## src/sv/bmsr_pkg.sv

```systemverilog
`default_nettype none
package bmsr_pkg;
    localparam int NUM_BLOCKS_DEF = 2;
    localparam logic [15:0] RATE_RESET = 16'd200;
    localparam logic [23:0] TRANSIT_RESET = 24'd10000;

    localparam logic [1:0] OP_CHECK = 2'd0;
    localparam logic [1:0] OP_OCCUPIED = 2'd1;
    localparam logic [1:0] OP_CLEAR = 2'd2;
    localparam logic [1:0] OP_RESERVED = 2'd3;

    localparam logic [0:0] REG_RATE = 1'b0;
    localparam logic [0:0] REG_TRANSIT = 1'b1;

    // Quotient bits of the target division; 2*200*(430*1023+28644) < 2^28.
    localparam int QW = 28;

    typedef struct packed {
        logic start;
    } t_cmd;

    typedef struct packed {
        logic done;
    } t_stat;
endpackage
`default_nettype wire

```

## src/sv/bmsr_ctrl.sv

```systemverilog
`default_nettype none
module bmsr_ctrl
    import bmsr_pkg::*;
(
    input  wire logic  i_clk,
    input  wire logic  i_rst_n,
    input  wire logic  i_in_valid,
    output logic       o_in_ready,
    output logic       o_out_valid,
    input  wire logic  i_out_ready,
    output t_cmd       o_cmd,
    input  wire t_stat i_stat
);
    typedef enum logic [2:0] {
        S_IDLE = 3'b001,
        S_BUSY = 3'b010,
        S_OUT  = 3'b100
    } t_state;

    t_state r_state, n_state;

    always_comb begin
        n_state = r_state;
        unique case (r_state)
            S_IDLE: if (i_in_valid) n_state = S_BUSY;
            S_BUSY: if (i_stat.done) n_state = S_OUT;
            S_OUT:  if (i_out_ready) n_state = S_IDLE;
            default: n_state = S_IDLE;
        endcase
    end

    always_ff @(posedge i_clk) begin
        if (!i_rst_n) r_state <= S_IDLE;
        else r_state <= n_state;
    end

    assign o_in_ready  = (r_state == S_IDLE);
    assign o_out_valid = (r_state == S_OUT);
    assign o_cmd.start = (r_state == S_IDLE) && i_in_valid;
endmodule
`default_nettype wire

```

## src/sv/bmsr_dp.sv

```systemverilog
`default_nettype none
module bmsr_dp
    import bmsr_pkg::*;
#(
    parameter int NUM_BLOCKS = NUM_BLOCKS_DEF
) (
    input  wire logic        i_clk,
    input  wire logic        i_rst_n,
    input  wire t_cmd        i_cmd,
    output t_stat            o_stat,
    input  wire logic [15:0] i_rate,
    input  wire logic [23:0] i_max_transit,
    input  wire logic [1:0]  i_operation,
    input  wire logic        i_block_index,
    input  wire logic [31:0] i_now_ms,
    input  wire logic [9:0]  i_voltage_sample,
    input  wire logic [9:0]  i_direction_sample,
    input  wire logic [9:0]  i_supply_sample,
    output logic             o_output_enable,
    output logic             o_drive_write,
    output logic signed [9:0] o_drive_value,
    output logic             o_all_motors_zeroed,
    output logic [1:0]       o_speed_level,
    output logic [23:0]      o_transit_ms
);
    localparam int QCW = $clog2(QW + 1);

    logic [1:0]  r_level   [NUM_BLOCKS];
    logic [31:0] r_entry   [NUM_BLOCKS];
    logic [31:0] r_exit    [NUM_BLOCKS];
    logic [23:0] r_transit [NUM_BLOCKS];
    logic        r_en      [NUM_BLOCKS];
    logic signed [9:0] r_ramp [NUM_BLOCKS];
    logic [31:0] r_last    [NUM_BLOCKS];

    // Latched item
    logic [1:0]  r_op;
    logic        r_blk;
    logic        r_valid_blk;
    logic [31:0] r_now;
    logic [9:0]  r_v, r_s;
    logic        r_fwd;

    // Phases: 0 level and step product, 1 step quotient and divide setup, 2 divide, finish
    logic [2:0]  r_ph;
    logic [QCW-1:0] r_cnt;
    logic [QW-1:0]  r_num;
    logic [QW:0]    r_rem;
    logic [18:0]    r_den;
    logic [47:0]    r_prod;
    logic [9:0]     r_squo;
    logic [1:0]     r_lvl_n;
    logic           r_busy;

    logic [31:0] w_since, w_dt;
    logic [32:0] w_two;
    logic [QW:0] w_rtry;
    logic [40:0] w_recip;
    logic [9:0]  w_qd;
    logic [9:0]  w_step;
    logic [8:0]  w_tmag;
    logic signed [11:0] w_tgt, w_r, w_stp;
    logic        w_on, w_off, w_en;
    logic [31:0] w_t;
    logic [23:0] w_tclamp;

    assign w_since = r_now - r_exit[r_blk];
    assign w_dt    = r_now - r_last[r_blk];
    assign w_two   = {r_transit[r_blk], 1'b0};
    assign w_rtry  = {r_rem[QW-1:0], r_num[QW-1]};
    // Below 801000 the product divided by 1000 is exact as a multiply by
    // ceil(2^30/1000) and a shift; at or above it the step saturates at 800.
    assign w_recip = 41'(r_prod[19:0]) * 41'(21'd1073742);
    assign w_qd    = (r_prod >= 48'd801000) ? 10'd800 : w_recip[39:30];
    assign w_t     = r_now - r_entry[r_blk];
    assign w_tclamp = (w_t > {8'd0, i_max_transit}) ? i_max_transit : w_t[23:0];

    always_comb begin
        w_tmag = 9'd0;
        if (r_s != 10'd0 && r_lvl_n != 2'd0)
            w_tmag = (r_num > QW'(400)) ? 9'd400 : r_num[8:0];
        w_tgt  = r_fwd ? $signed({3'b000, w_tmag}) : -$signed({3'b000, w_tmag});
        w_step = (r_squo == 10'd0) ? 10'd1 : r_squo;
        w_stp  = $signed({2'b00, w_step});
        w_on   = (r_s >= 10'd305) && (r_v >= 10'd5);
        w_off  = !w_on && ((r_s <= 10'd237) || (r_v <= 10'd4));
        w_en   = w_on ? 1'b1 : (w_off ? 1'b0 : r_en[r_blk]);
        w_r    = w_off ? 12'sd0 : {{2{r_ramp[r_blk][9]}}, r_ramp[r_blk]};
        if (w_r < w_tgt) begin
            w_r = w_r + w_stp;
            if (w_r > w_tgt) w_r = w_tgt;
        end else if (w_r > w_tgt) begin
            w_r = w_r - w_stp;
            if (w_r < w_tgt) w_r = w_tgt;
        end
    end

    always_ff @(posedge i_clk) begin
        o_stat.done <= 1'b0;
        if (!i_rst_n) begin
            r_busy <= 1'b0;
            for (int i = 0; i < NUM_BLOCKS; i++) begin
                r_level[i] <= 2'd0; r_entry[i] <= '0; r_exit[i] <= '0;
                r_transit[i] <= '0; r_en[i] <= 1'b0; r_ramp[i] <= '0; r_last[i] <= '0;
            end
        end else if (i_cmd.start) begin
            r_op  <= i_operation;
            r_blk <= (NUM_BLOCKS > 1) ? i_block_index : 1'b0;
            r_valid_blk <= (32'(i_block_index) < 32'(NUM_BLOCKS));
            r_now <= i_now_ms; r_v <= i_voltage_sample; r_s <= i_supply_sample;
            r_fwd <= i_direction_sample > 10'd10;
            r_ph  <= 3'd0;
            r_busy <= 1'b1;
        end else if (r_busy) begin
            unique case (r_ph)
                3'd0: begin
                    r_lvl_n <= r_level[r_blk];
                    if ({1'b0, w_since} > w_two) r_lvl_n <= 2'd2;
                    else if (w_since > {8'd0, r_transit[r_blk]}) r_lvl_n <= 2'd1;
                    r_prod <= 48'(i_rate) * 48'(w_dt);
                    r_ph <= 3'd1;
                end
                3'd1: begin
                    // Numerator 200*level*(430v+28644), denominator 430s.
                    r_num <= QW'((r_lvl_n == 2'd2 ? 32'd400 : 32'd200) *
                                 (32'd430 * 32'(r_v) + 32'd28644));
                    r_den <= 19'(19'd430 * 19'(r_s));
                    r_rem <= '0; r_cnt <= QCW'(QW);
                    r_squo <= w_qd;
                    r_ph <= 3'd2;
                end
                3'd2: begin
                    // The target divide restores one quotient bit per cycle.
                    if (r_cnt != '0) begin
                        if (w_rtry >= {10'd0, r_den}) begin
                            r_rem <= w_rtry - {10'd0, r_den};
                            r_num <= {r_num[QW-2:0], 1'b1};
                        end else begin
                            r_rem <= w_rtry;
                            r_num <= {r_num[QW-2:0], 1'b0};
                        end
                        r_cnt <= r_cnt - 1'b1;
                    end
                    if (r_cnt == '0) r_ph <= 3'd3;
                end
                default: begin
                    o_output_enable <= 1'b0; o_drive_write <= 1'b0;
                    o_drive_value <= '0; o_all_motors_zeroed <= 1'b0;
                    o_speed_level <= '0; o_transit_ms <= '0;
                    if (r_valid_blk) begin
                        o_output_enable <= r_en[r_blk];
                        o_speed_level <= r_level[r_blk];
                        o_transit_ms <= r_transit[r_blk];
                        case (r_op)
                            OP_OCCUPIED: r_entry[r_blk] <= r_now;
                            OP_CLEAR: begin
                                r_level[r_blk] <= 2'd0; r_transit[r_blk] <= w_tclamp;
                                r_exit[r_blk] <= r_now;
                                o_speed_level <= 2'd0; o_transit_ms <= w_tclamp;
                            end
                            OP_CHECK: begin
                                r_level[r_blk] <= r_lvl_n;
                                o_speed_level <= r_lvl_n;
                                r_en[r_blk] <= w_en;
                                o_output_enable <= w_en;
                                o_all_motors_zeroed <= w_off;
                                if (w_off) r_ramp[r_blk] <= '0;
                                if (w_en) begin
                                    r_ramp[r_blk] <= w_r[9:0];
                                    o_drive_write <= 1'b1;
                                    o_drive_value <= w_r[9:0];
                                end
                                r_last[r_blk] <= r_now;
                            end
                            default: ;
                        endcase
                    end
                    o_stat.done <= 1'b1;
                    r_busy <= 1'b0;
                end
            endcase
        end
    end
endmodule
`default_nettype wire

```

## src/sv/block_motor_speed_ramp_core.sv

```systemverilog
`default_nettype none
// Flow: a level and step-product phase, a quotient and divide-setup phase, the
// 28-bit restoring divide for the target, an update phase and a registered
// hand-off of the result to the output.
// Throughput: one transaction at a time; a new input is taken only once the
// previous result has been taken, so a stalled result holds off the next input.
// Reset: synchronous active-low; registers return to 200 and 10000, all
// per-block state clears to zero.
module block_motor_speed_ramp_core
    import bmsr_pkg::*;
#(
    parameter int NUM_BLOCKS = NUM_BLOCKS_DEF
) (
    input  wire logic        i_clk,
    input  wire logic        i_rst_n,
    input  wire logic        psel,
    input  wire logic        penable,
    input  wire logic        pwrite,
    input  wire logic [2:0]  paddr,
    input  wire logic [31:0] pwdata,
    output logic [31:0]      prdata,
    output logic             pready,
    input  wire logic        i_in_valid,
    output logic             o_in_ready,
    input  wire logic [1:0]  i_operation,
    input  wire logic        i_block_index,
    input  wire logic [31:0] i_now_ms,
    input  wire logic [9:0]  i_voltage_sample,
    input  wire logic [9:0]  i_direction_sample,
    input  wire logic [9:0]  i_supply_sample,
    output logic             o_out_valid,
    input  wire logic        i_out_ready,
    output logic             o_output_enable,
    output logic             o_drive_write,
    output logic signed [9:0] o_drive_value,
    output logic             o_all_motors_zeroed,
    output logic [1:0]       o_speed_level,
    output logic [23:0]      o_transit_ms
);
    logic [15:0] r_rate;
    logic [23:0] r_max_transit;
    t_cmd  w_cmd;
    t_stat w_stat;

    assign pready = 1'b1;

    always_ff @(posedge i_clk) begin
        if (!i_rst_n) begin
            r_rate <= RATE_RESET;
            r_max_transit <= TRANSIT_RESET;
        end else if (psel && penable && pwrite && paddr[1:0] == 2'b00) begin
            if (paddr[2] == REG_RATE) r_rate <= pwdata[15:0];
            else r_max_transit <= pwdata[23:0];
        end
    end

    always_comb begin
        prdata = '0;
        if (paddr[1:0] == 2'b00) begin
            unique case (paddr[2])
                REG_RATE:    prdata = {16'd0, r_rate};
                REG_TRANSIT: prdata = {8'd0, r_max_transit};
                default:     prdata = '0;
            endcase
        end
    end

    bmsr_ctrl u_ctrl (
        .i_clk, .i_rst_n, .i_in_valid, .o_in_ready, .o_out_valid, .i_out_ready,
        .o_cmd(w_cmd), .i_stat(w_stat)
    );

    bmsr_dp #(.NUM_BLOCKS(NUM_BLOCKS)) u_dp (
        .i_clk, .i_rst_n, .i_cmd(w_cmd), .o_stat(w_stat),
        .i_rate(r_rate), .i_max_transit(r_max_transit),
        .i_operation, .i_block_index, .i_now_ms, .i_voltage_sample,
        .i_direction_sample, .i_supply_sample,
        .o_output_enable, .o_drive_write, .o_drive_value, .o_all_motors_zeroed,
        .o_speed_level, .o_transit_ms
    );
endmodule
`default_nettype wire

```

## config.mk

```make
export PLATFORM = sky130hd
export DESIGN_NAME = block_motor_speed_ramp_core
export DESIGN_NICKNAME = d
export VERILOG_FILES = /design/src/sv/bmsr_pkg.sv /design/src/sv/bmsr_ctrl.sv /design/src/sv/bmsr_dp.sv /design/src/sv/block_motor_speed_ramp_core.sv
export SDC_FILE = /design/constraint.sdc
export NUM_CORES = 2
export LEC_CHECK = 0
export BUFFER_PORTS_ARGS = -buffer_cell sky130_fd_sc_hd__buf_2
export CAP_MARGIN = 15
export CORE_MARGIN = 10
export CORE_UTILIZATION = 65
export CTS_CLUSTER_DIAMETER = 200
export DETAILED_ROUTE_END_ITERATION = 7
export PLACE_DENSITY = 0.83
export SYNTH_ARGS = -nofsm -noshare
export SYNTH_HDL_FRONTEND = slang
export SYNTH_SLANG_ARGS = --single-unit
```

## constraint.sdc

```tcl
create_clock -name i_clk -period 11.6 [get_ports i_clk]
set_clock_uncertainty 0.1 [all_clocks]
set_input_delay 1.16 -clock i_clk [delete_from_list [all_inputs] [get_ports i_clk]]
set_output_delay 1.16 -clock i_clk [all_outputs]
set_load 0.03 [all_outputs]
```

## After elaboration in Yosys (flattened, before gate mapping)

Memories as Yosys holds them, arrays and structs flattened. A register that Yosys moved wholly into a read port is not among the register bits.
Cells that the tools add are included.
W data, S select, Z words.

| word-level totals | value |
|---|---|
| logic and storage cells | 221 |
| memories kept | 7 |
| register bits after elaboration | 282 |
| RAM bits | 266 |
| output and inout port bits | 74 |

Memories:

| name | words | bits a word | read ports | clocked after memory_dff | write ports | line | source |
|---|---|---|---|---|---|---|---|
| u_dp.r_entry | 2 | 32 | 1 | 1 | 2 | bmsr_dp.sv:29 | `logic [31:0] r_entry [NUM_BLOCKS];` |
| u_dp.r_exit | 2 | 32 | 1 | 1 | 2 | bmsr_dp.sv:30 | `logic [31:0] r_exit [NUM_BLOCKS];` |
| u_dp.r_last | 2 | 32 | 1 | 1 | 2 | bmsr_dp.sv:34 | `logic [31:0] r_last [NUM_BLOCKS];` |
| u_dp.r_transit | 2 | 24 | 1 | 1 | 2 | bmsr_dp.sv:31 | `logic [23:0] r_transit [NUM_BLOCKS];` |
| u_dp.r_ramp | 2 | 10 | 1 | 1 | 2 | bmsr_dp.sv:33 | `logic signed [9:0] r_ramp [NUM_BLOCKS];` |
| u_dp.r_level | 2 | 2 | 1 | 1 | 2 | bmsr_dp.sv:28 | `logic [1:0] r_level [NUM_BLOCKS];` |
| 1 more memories | - | - | - | - | - | - |  |

| cells by class | value |
|---|---|
| magnitude comparators | 15 |
| add/sub/neg operators | 9 |
| reduce and logical (&&, ||, !) cells | 39 |
| multiplexer cells | 101 |
| bitwise logic cells | 7 |
| eq/ne operators | 13 |
| $mul | 5 |

Operators with widths:

| operator | count |
|---|---|
| $mux W32 | 4 |
| $pmux W28 S2 | 2 |
| $reduce_or A32 Y1 | 3 |
| $sub A32 B32 Y32 | 3 |
| $mux W28 | 3 |
| $mux W24 | 3 |
| $mux W10 | 7 |
| $gt A32 B24 Y1 | 2 |
| $pmux W32 S2 | 1 |
| $mux W1 | 63 |
| $ge A48 B20 Y1 const B | 1 |
| $mul A16 B32 Y48 | 1 |
| $mul A20 B20 Y39 const B | 1 |
| $mul A8 B10 Y18 const A | 2 |
| $gt A32 B25 Y1 | 1 |
| $mul A32 B32 Y28 | 1 |
| $ge A29 B19 Y1 | 1 |
| $gt A28 B9 Y1 const B | 1 |
| $sub A28 B19 Y28 | 1 |
| $mux W9 | 3 |
| $gt A12 B12 Y1 | 2 |
| $lt A12 B12 Y1 | 2 |
| $mux W12 | 2 |
| $reduce_or A24 Y1 | 1 |
| other kinds (45) | 78 |

## Depth between registers and ports, before layout

| logic depth | value |
|---|---|
| depth in word-level cells | 16 |
| mapped depth | 43 |

## Modules after synthesis

From an unflattened synthesis, not the netlist that was laid out.

| second synthesis, totals | value |
|---|---|
| cells, all modules | 6118 |
| area, all modules | 60197.7 um^2 |

By module, submodules not included:

| module | cells an instance | seq. area each (um^2) | area each (um^2) | times used |
|---|---|---|---|---|
| bmsr_dp | 5874 | 15114.5 | 58043.2 | 1 |
| block_motor_speed_ramp_core | 227 | 800.8 | 1988.2 | 1 |
| bmsr_ctrl | 17 | 60.1 | 166.4 | 1 |

## Worst setup path after synthesis

No wires, ideal clock.

| path | value |
|---|---|
| path type | register to register |
| start point | register with a tool-made name |
| end point | register u_dp.r_prod[47] (data pin) |
| buffers on the path | 6 |
| path slack | 1106 ps |
| setup time | 268 ps |
| data required time | 11232 ps |
| stages on the path, launching flop included | 42 |
| data arrival time | 10126 ps |
| cell sequence | dfxtp_1 clkbuf_1 clkbuf_1 buf_2 clkbuf_1 mux2_2 ha_1 fa_1 nand2b_1 a21boi_0 o21a_1 o21ai_0 a31o_2 a211oi_1 o21a_1 o21a_1 nor2_1 xnor2_1 [6 not listed] fa_1 fa_1 inv_1 fa_1 inv_1 ha_1 clkbuf_1 and3_1 nand2_1 nor3_1 a21o_1 nand2_1 nand3_1 o211ai_1 o21ai_1 a21oi_1 o41ai_1 xnor2_1 |

RTL lines:

| what | line | source |
|---|---|---|
| to (signal assigned) | bmsr_dp.sv:120 | `r_prod <= 48'(i_rate) * 48'(w_dt);` |
| to (decl) | bmsr_dp.sv:50 | `logic [47:0] r_prod;` |

==> flow_summary.toml <==
[drt]
routedWlPerCell_um = 20.2
drtIter0Drc = 4343
viasPerCell = 6.02
antenna_left = 0
dr.pass1.iters = 6
drc = 0
routed_wl_um = 149000
num_vias = 44400

[worst_setup_path]
required_ns = 11.86
crit_buf_inv = 4
crit_top_cell = "fa_1"
arrival_ns = 11.18
slowest_delay_ns = 0.67
critPathKind = "reg2reg"
worstSetupEndpointType = "register"
crit_path_start_kind = "register"
slowest_stage = "xnor2_1"
cp_top_family = "adder cells"
crit_fanout = 18

[outcome]
outcome = "completed"

[global_route]
antenna_found_initial = 2
first_global_vias = 45300
grt_max_degree = 62
grt_pass1_wl_um = 237000
grt-ovfl-total = 0
grt_use_total_pct = 28.5

[sta]
tightest_slew_ns = 1.20
finalCriticalPeriod_ns = 10.91
fin_crit_sh_pct = 94.1
max_freq_mhz = 91.6
grt_setup_unrepaired = "no"
setup_slack_ns = 0.685
slew_headroom_pct = 19.0
setup_viol = 0
tns_ns = 0
hold_viol_final = 0
slew_violations = 0

[clock_network]
root_buffer = "clkbuf_16"
cts.sinks = 548
clk_pin_slew_worst_paths_ns = 0.07
cts_buffer_depth = 3
insertion_delay_ns = 0.68
tritoncts = "built"
cts_buffers = 61
cts_max_level = 2
cts_resized = 0
hold_buffers = 0
cts_setup_buffers = 0

[yosys]
ys_async_sr_fraction_pct = 0
synth_area_mm2 = 0.0595
yosysUniqueCellTypes = 89
synthFlopType = "edfxtp_1"
synth.area.top_cells = "edfxtp_1, fa_1, ha_1, inv_1, nand2_1"
synth_cells = 6021
synth-seq-cells = 548
avgSynthCellArea_um2 = 9.89
yosysTopAreaCell = "edfxtp_1"
yosysSeqAreaShare_pct = 26.8
synth-edff-count = 500
synth_top_area_share_pct = 25.2
yosys_warnings = 0

[final_layout]
drive_gt1_share_pct = 6.82
seq_area_mm2 = 0.0160
final_nets = 7586
fillers = 6366
fin_area_mm2 = 0.0638
multi_input_area_mm2 = 0.0391
areaGrowthSynthToFinish_pct = 7.25

[floorplan]
die_area_mm2 = 0.104
pin_count = 181
core_mm2 = 0.0904
initial_core_util_pct = 65.8
rows = 110
fp.dieH_um = 323
fp.dieW_um = 323

[pwr]
p_leak_uw = 0.0305
ir_drop_mv = 0.808
p_total_uw = 17800
power.density_mw_per_mm2 = 279

[run]
drv_cap = 0

[placement]
dp_slack_ns = 1.00
place_area_mm2 = 0.0617
gp_congestion = 0.962
port_buffers = 163
hpwl_um = 113000

[hold_path]
hold_path_class = "reg2reg"
hp-start = "u_ctrl.r_state[2]"
## registers in the layout, summed over array words and instances, names as in the netlist, 16 cells and up, named ones only
register,flops
u_dp.r_entry,64
u_dp.r_exit,64
u_dp.r_transit,48
u_dp.r_now,32
u_dp.r_last,64
r_rate,16
u_dp.o_transit_ms,24
u_dp.r_rem,28
r_max_transit,24
u_dp.r_den,18
u_dp.r_ramp,20
u_dp.r_prod,48
u_dp.r_num,28
## kinds of logic after synthesis
group / Yosys count / share of synthesized area, %
buf+inv: 1192 / 7.61
compound gates: 805 / 8.92
other cells: 2 / 0.0126
flops: 548 / 26.8
simple gates: 1703 / 13.9
fa+ha+maj: 1343 / 36.0
mux: 211 / 3.58
xor+xnor: 217 / 3.19
## final timing paths
kind / to / cells past startpoint / slack, ns
worst max register to register: u_dp.r_prod[47] / 36 / 0.69
worst min-delay path: u_ctrl.r_state[1] / 1 / 0.34
worst max-delay path: u_dp.r_prod[47] / 36 / 0.69
worst min register to register: u_ctrl.r_state[1] / 1 / 0.34
## where the power goes
group          leakage [µW]  switching (µW)  internal (µW)
sequential          0.00525            71.9           2700
combinational        0.0242            7380           5620
clock              0.000978             862           1140
## routing by layer
layer	share of wire (%)	up-vias	track usage (%)
met5	0.12	-	1.13
li1	-	20200	-
met4	3.9	4	10.7
met2	48	1942	47.2
met1	40	21900	37.2
met3	8.8	369	4.77
## cell type report
| type | instances | share of cell area (%) |
|---|---|---|
| timing repair buffer | 252 | 2.36 |
| tap | 1176 | 2.31 |
| sequential | 548 | 25.0 |
| clock buffer | 72 | 2.49 |
| clock inverter | 43 | 0.713 |
| antenna | 5 | 0.0196 |
| multi-input combinational | 4292 | 61.3 |
| inverter | 981 | 5.77 |
## through the flow
stage,util [%],cells,hold slack (ns)
after CTS,70.5,7360,0.326
after detailed placement,68.3,7245,0.317
final,70.6,7369,0.342
after global placement,68.3,7245,0.314
after floorplan,-,6032,0.298
after global routing,70.6,7365,0.348
## placed cells by master (no fill, tap or decap), drive strengths merged, types with 71 or more instances in the layout
master,instances
mux2i,197
a21o,113
xnor2,140
xor2,77
ha,731
nand2,622
clkbuf,72
o21ai,165
nor2b,71
and2,293
nor2,305
edfxtp,500
a21oi,215
fa,612
inv,984
and3,101
buf,252
## cell usage after synthesis (all sizes together) (11+ instances only)
cell type / count
a211oi: 24
a21boi: 46
a21o: 113
a21oi: 215
a31o: 11
a31oi: 20
and2: 293
and3: 101
buf: 28
clkbuf: 183
dfxtp: 48
edfxtp: 500
fa: 612
ha: 731
inv: 981
mux2: 14
mux2i: 197
nand2: 622
nand2b: 53
nand3: 65
nand4: 33
nor2: 305
nor2b: 71
nor3: 65
nor3b: 11
nor4: 21
o211ai: 22
o21a: 54
o21ai: 165
o21bai: 34
o31ai: 13
or2: 12
or3: 18
or4: 12
xnor2: 140
xor2: 77
Power figures use the tool's default switching activity.
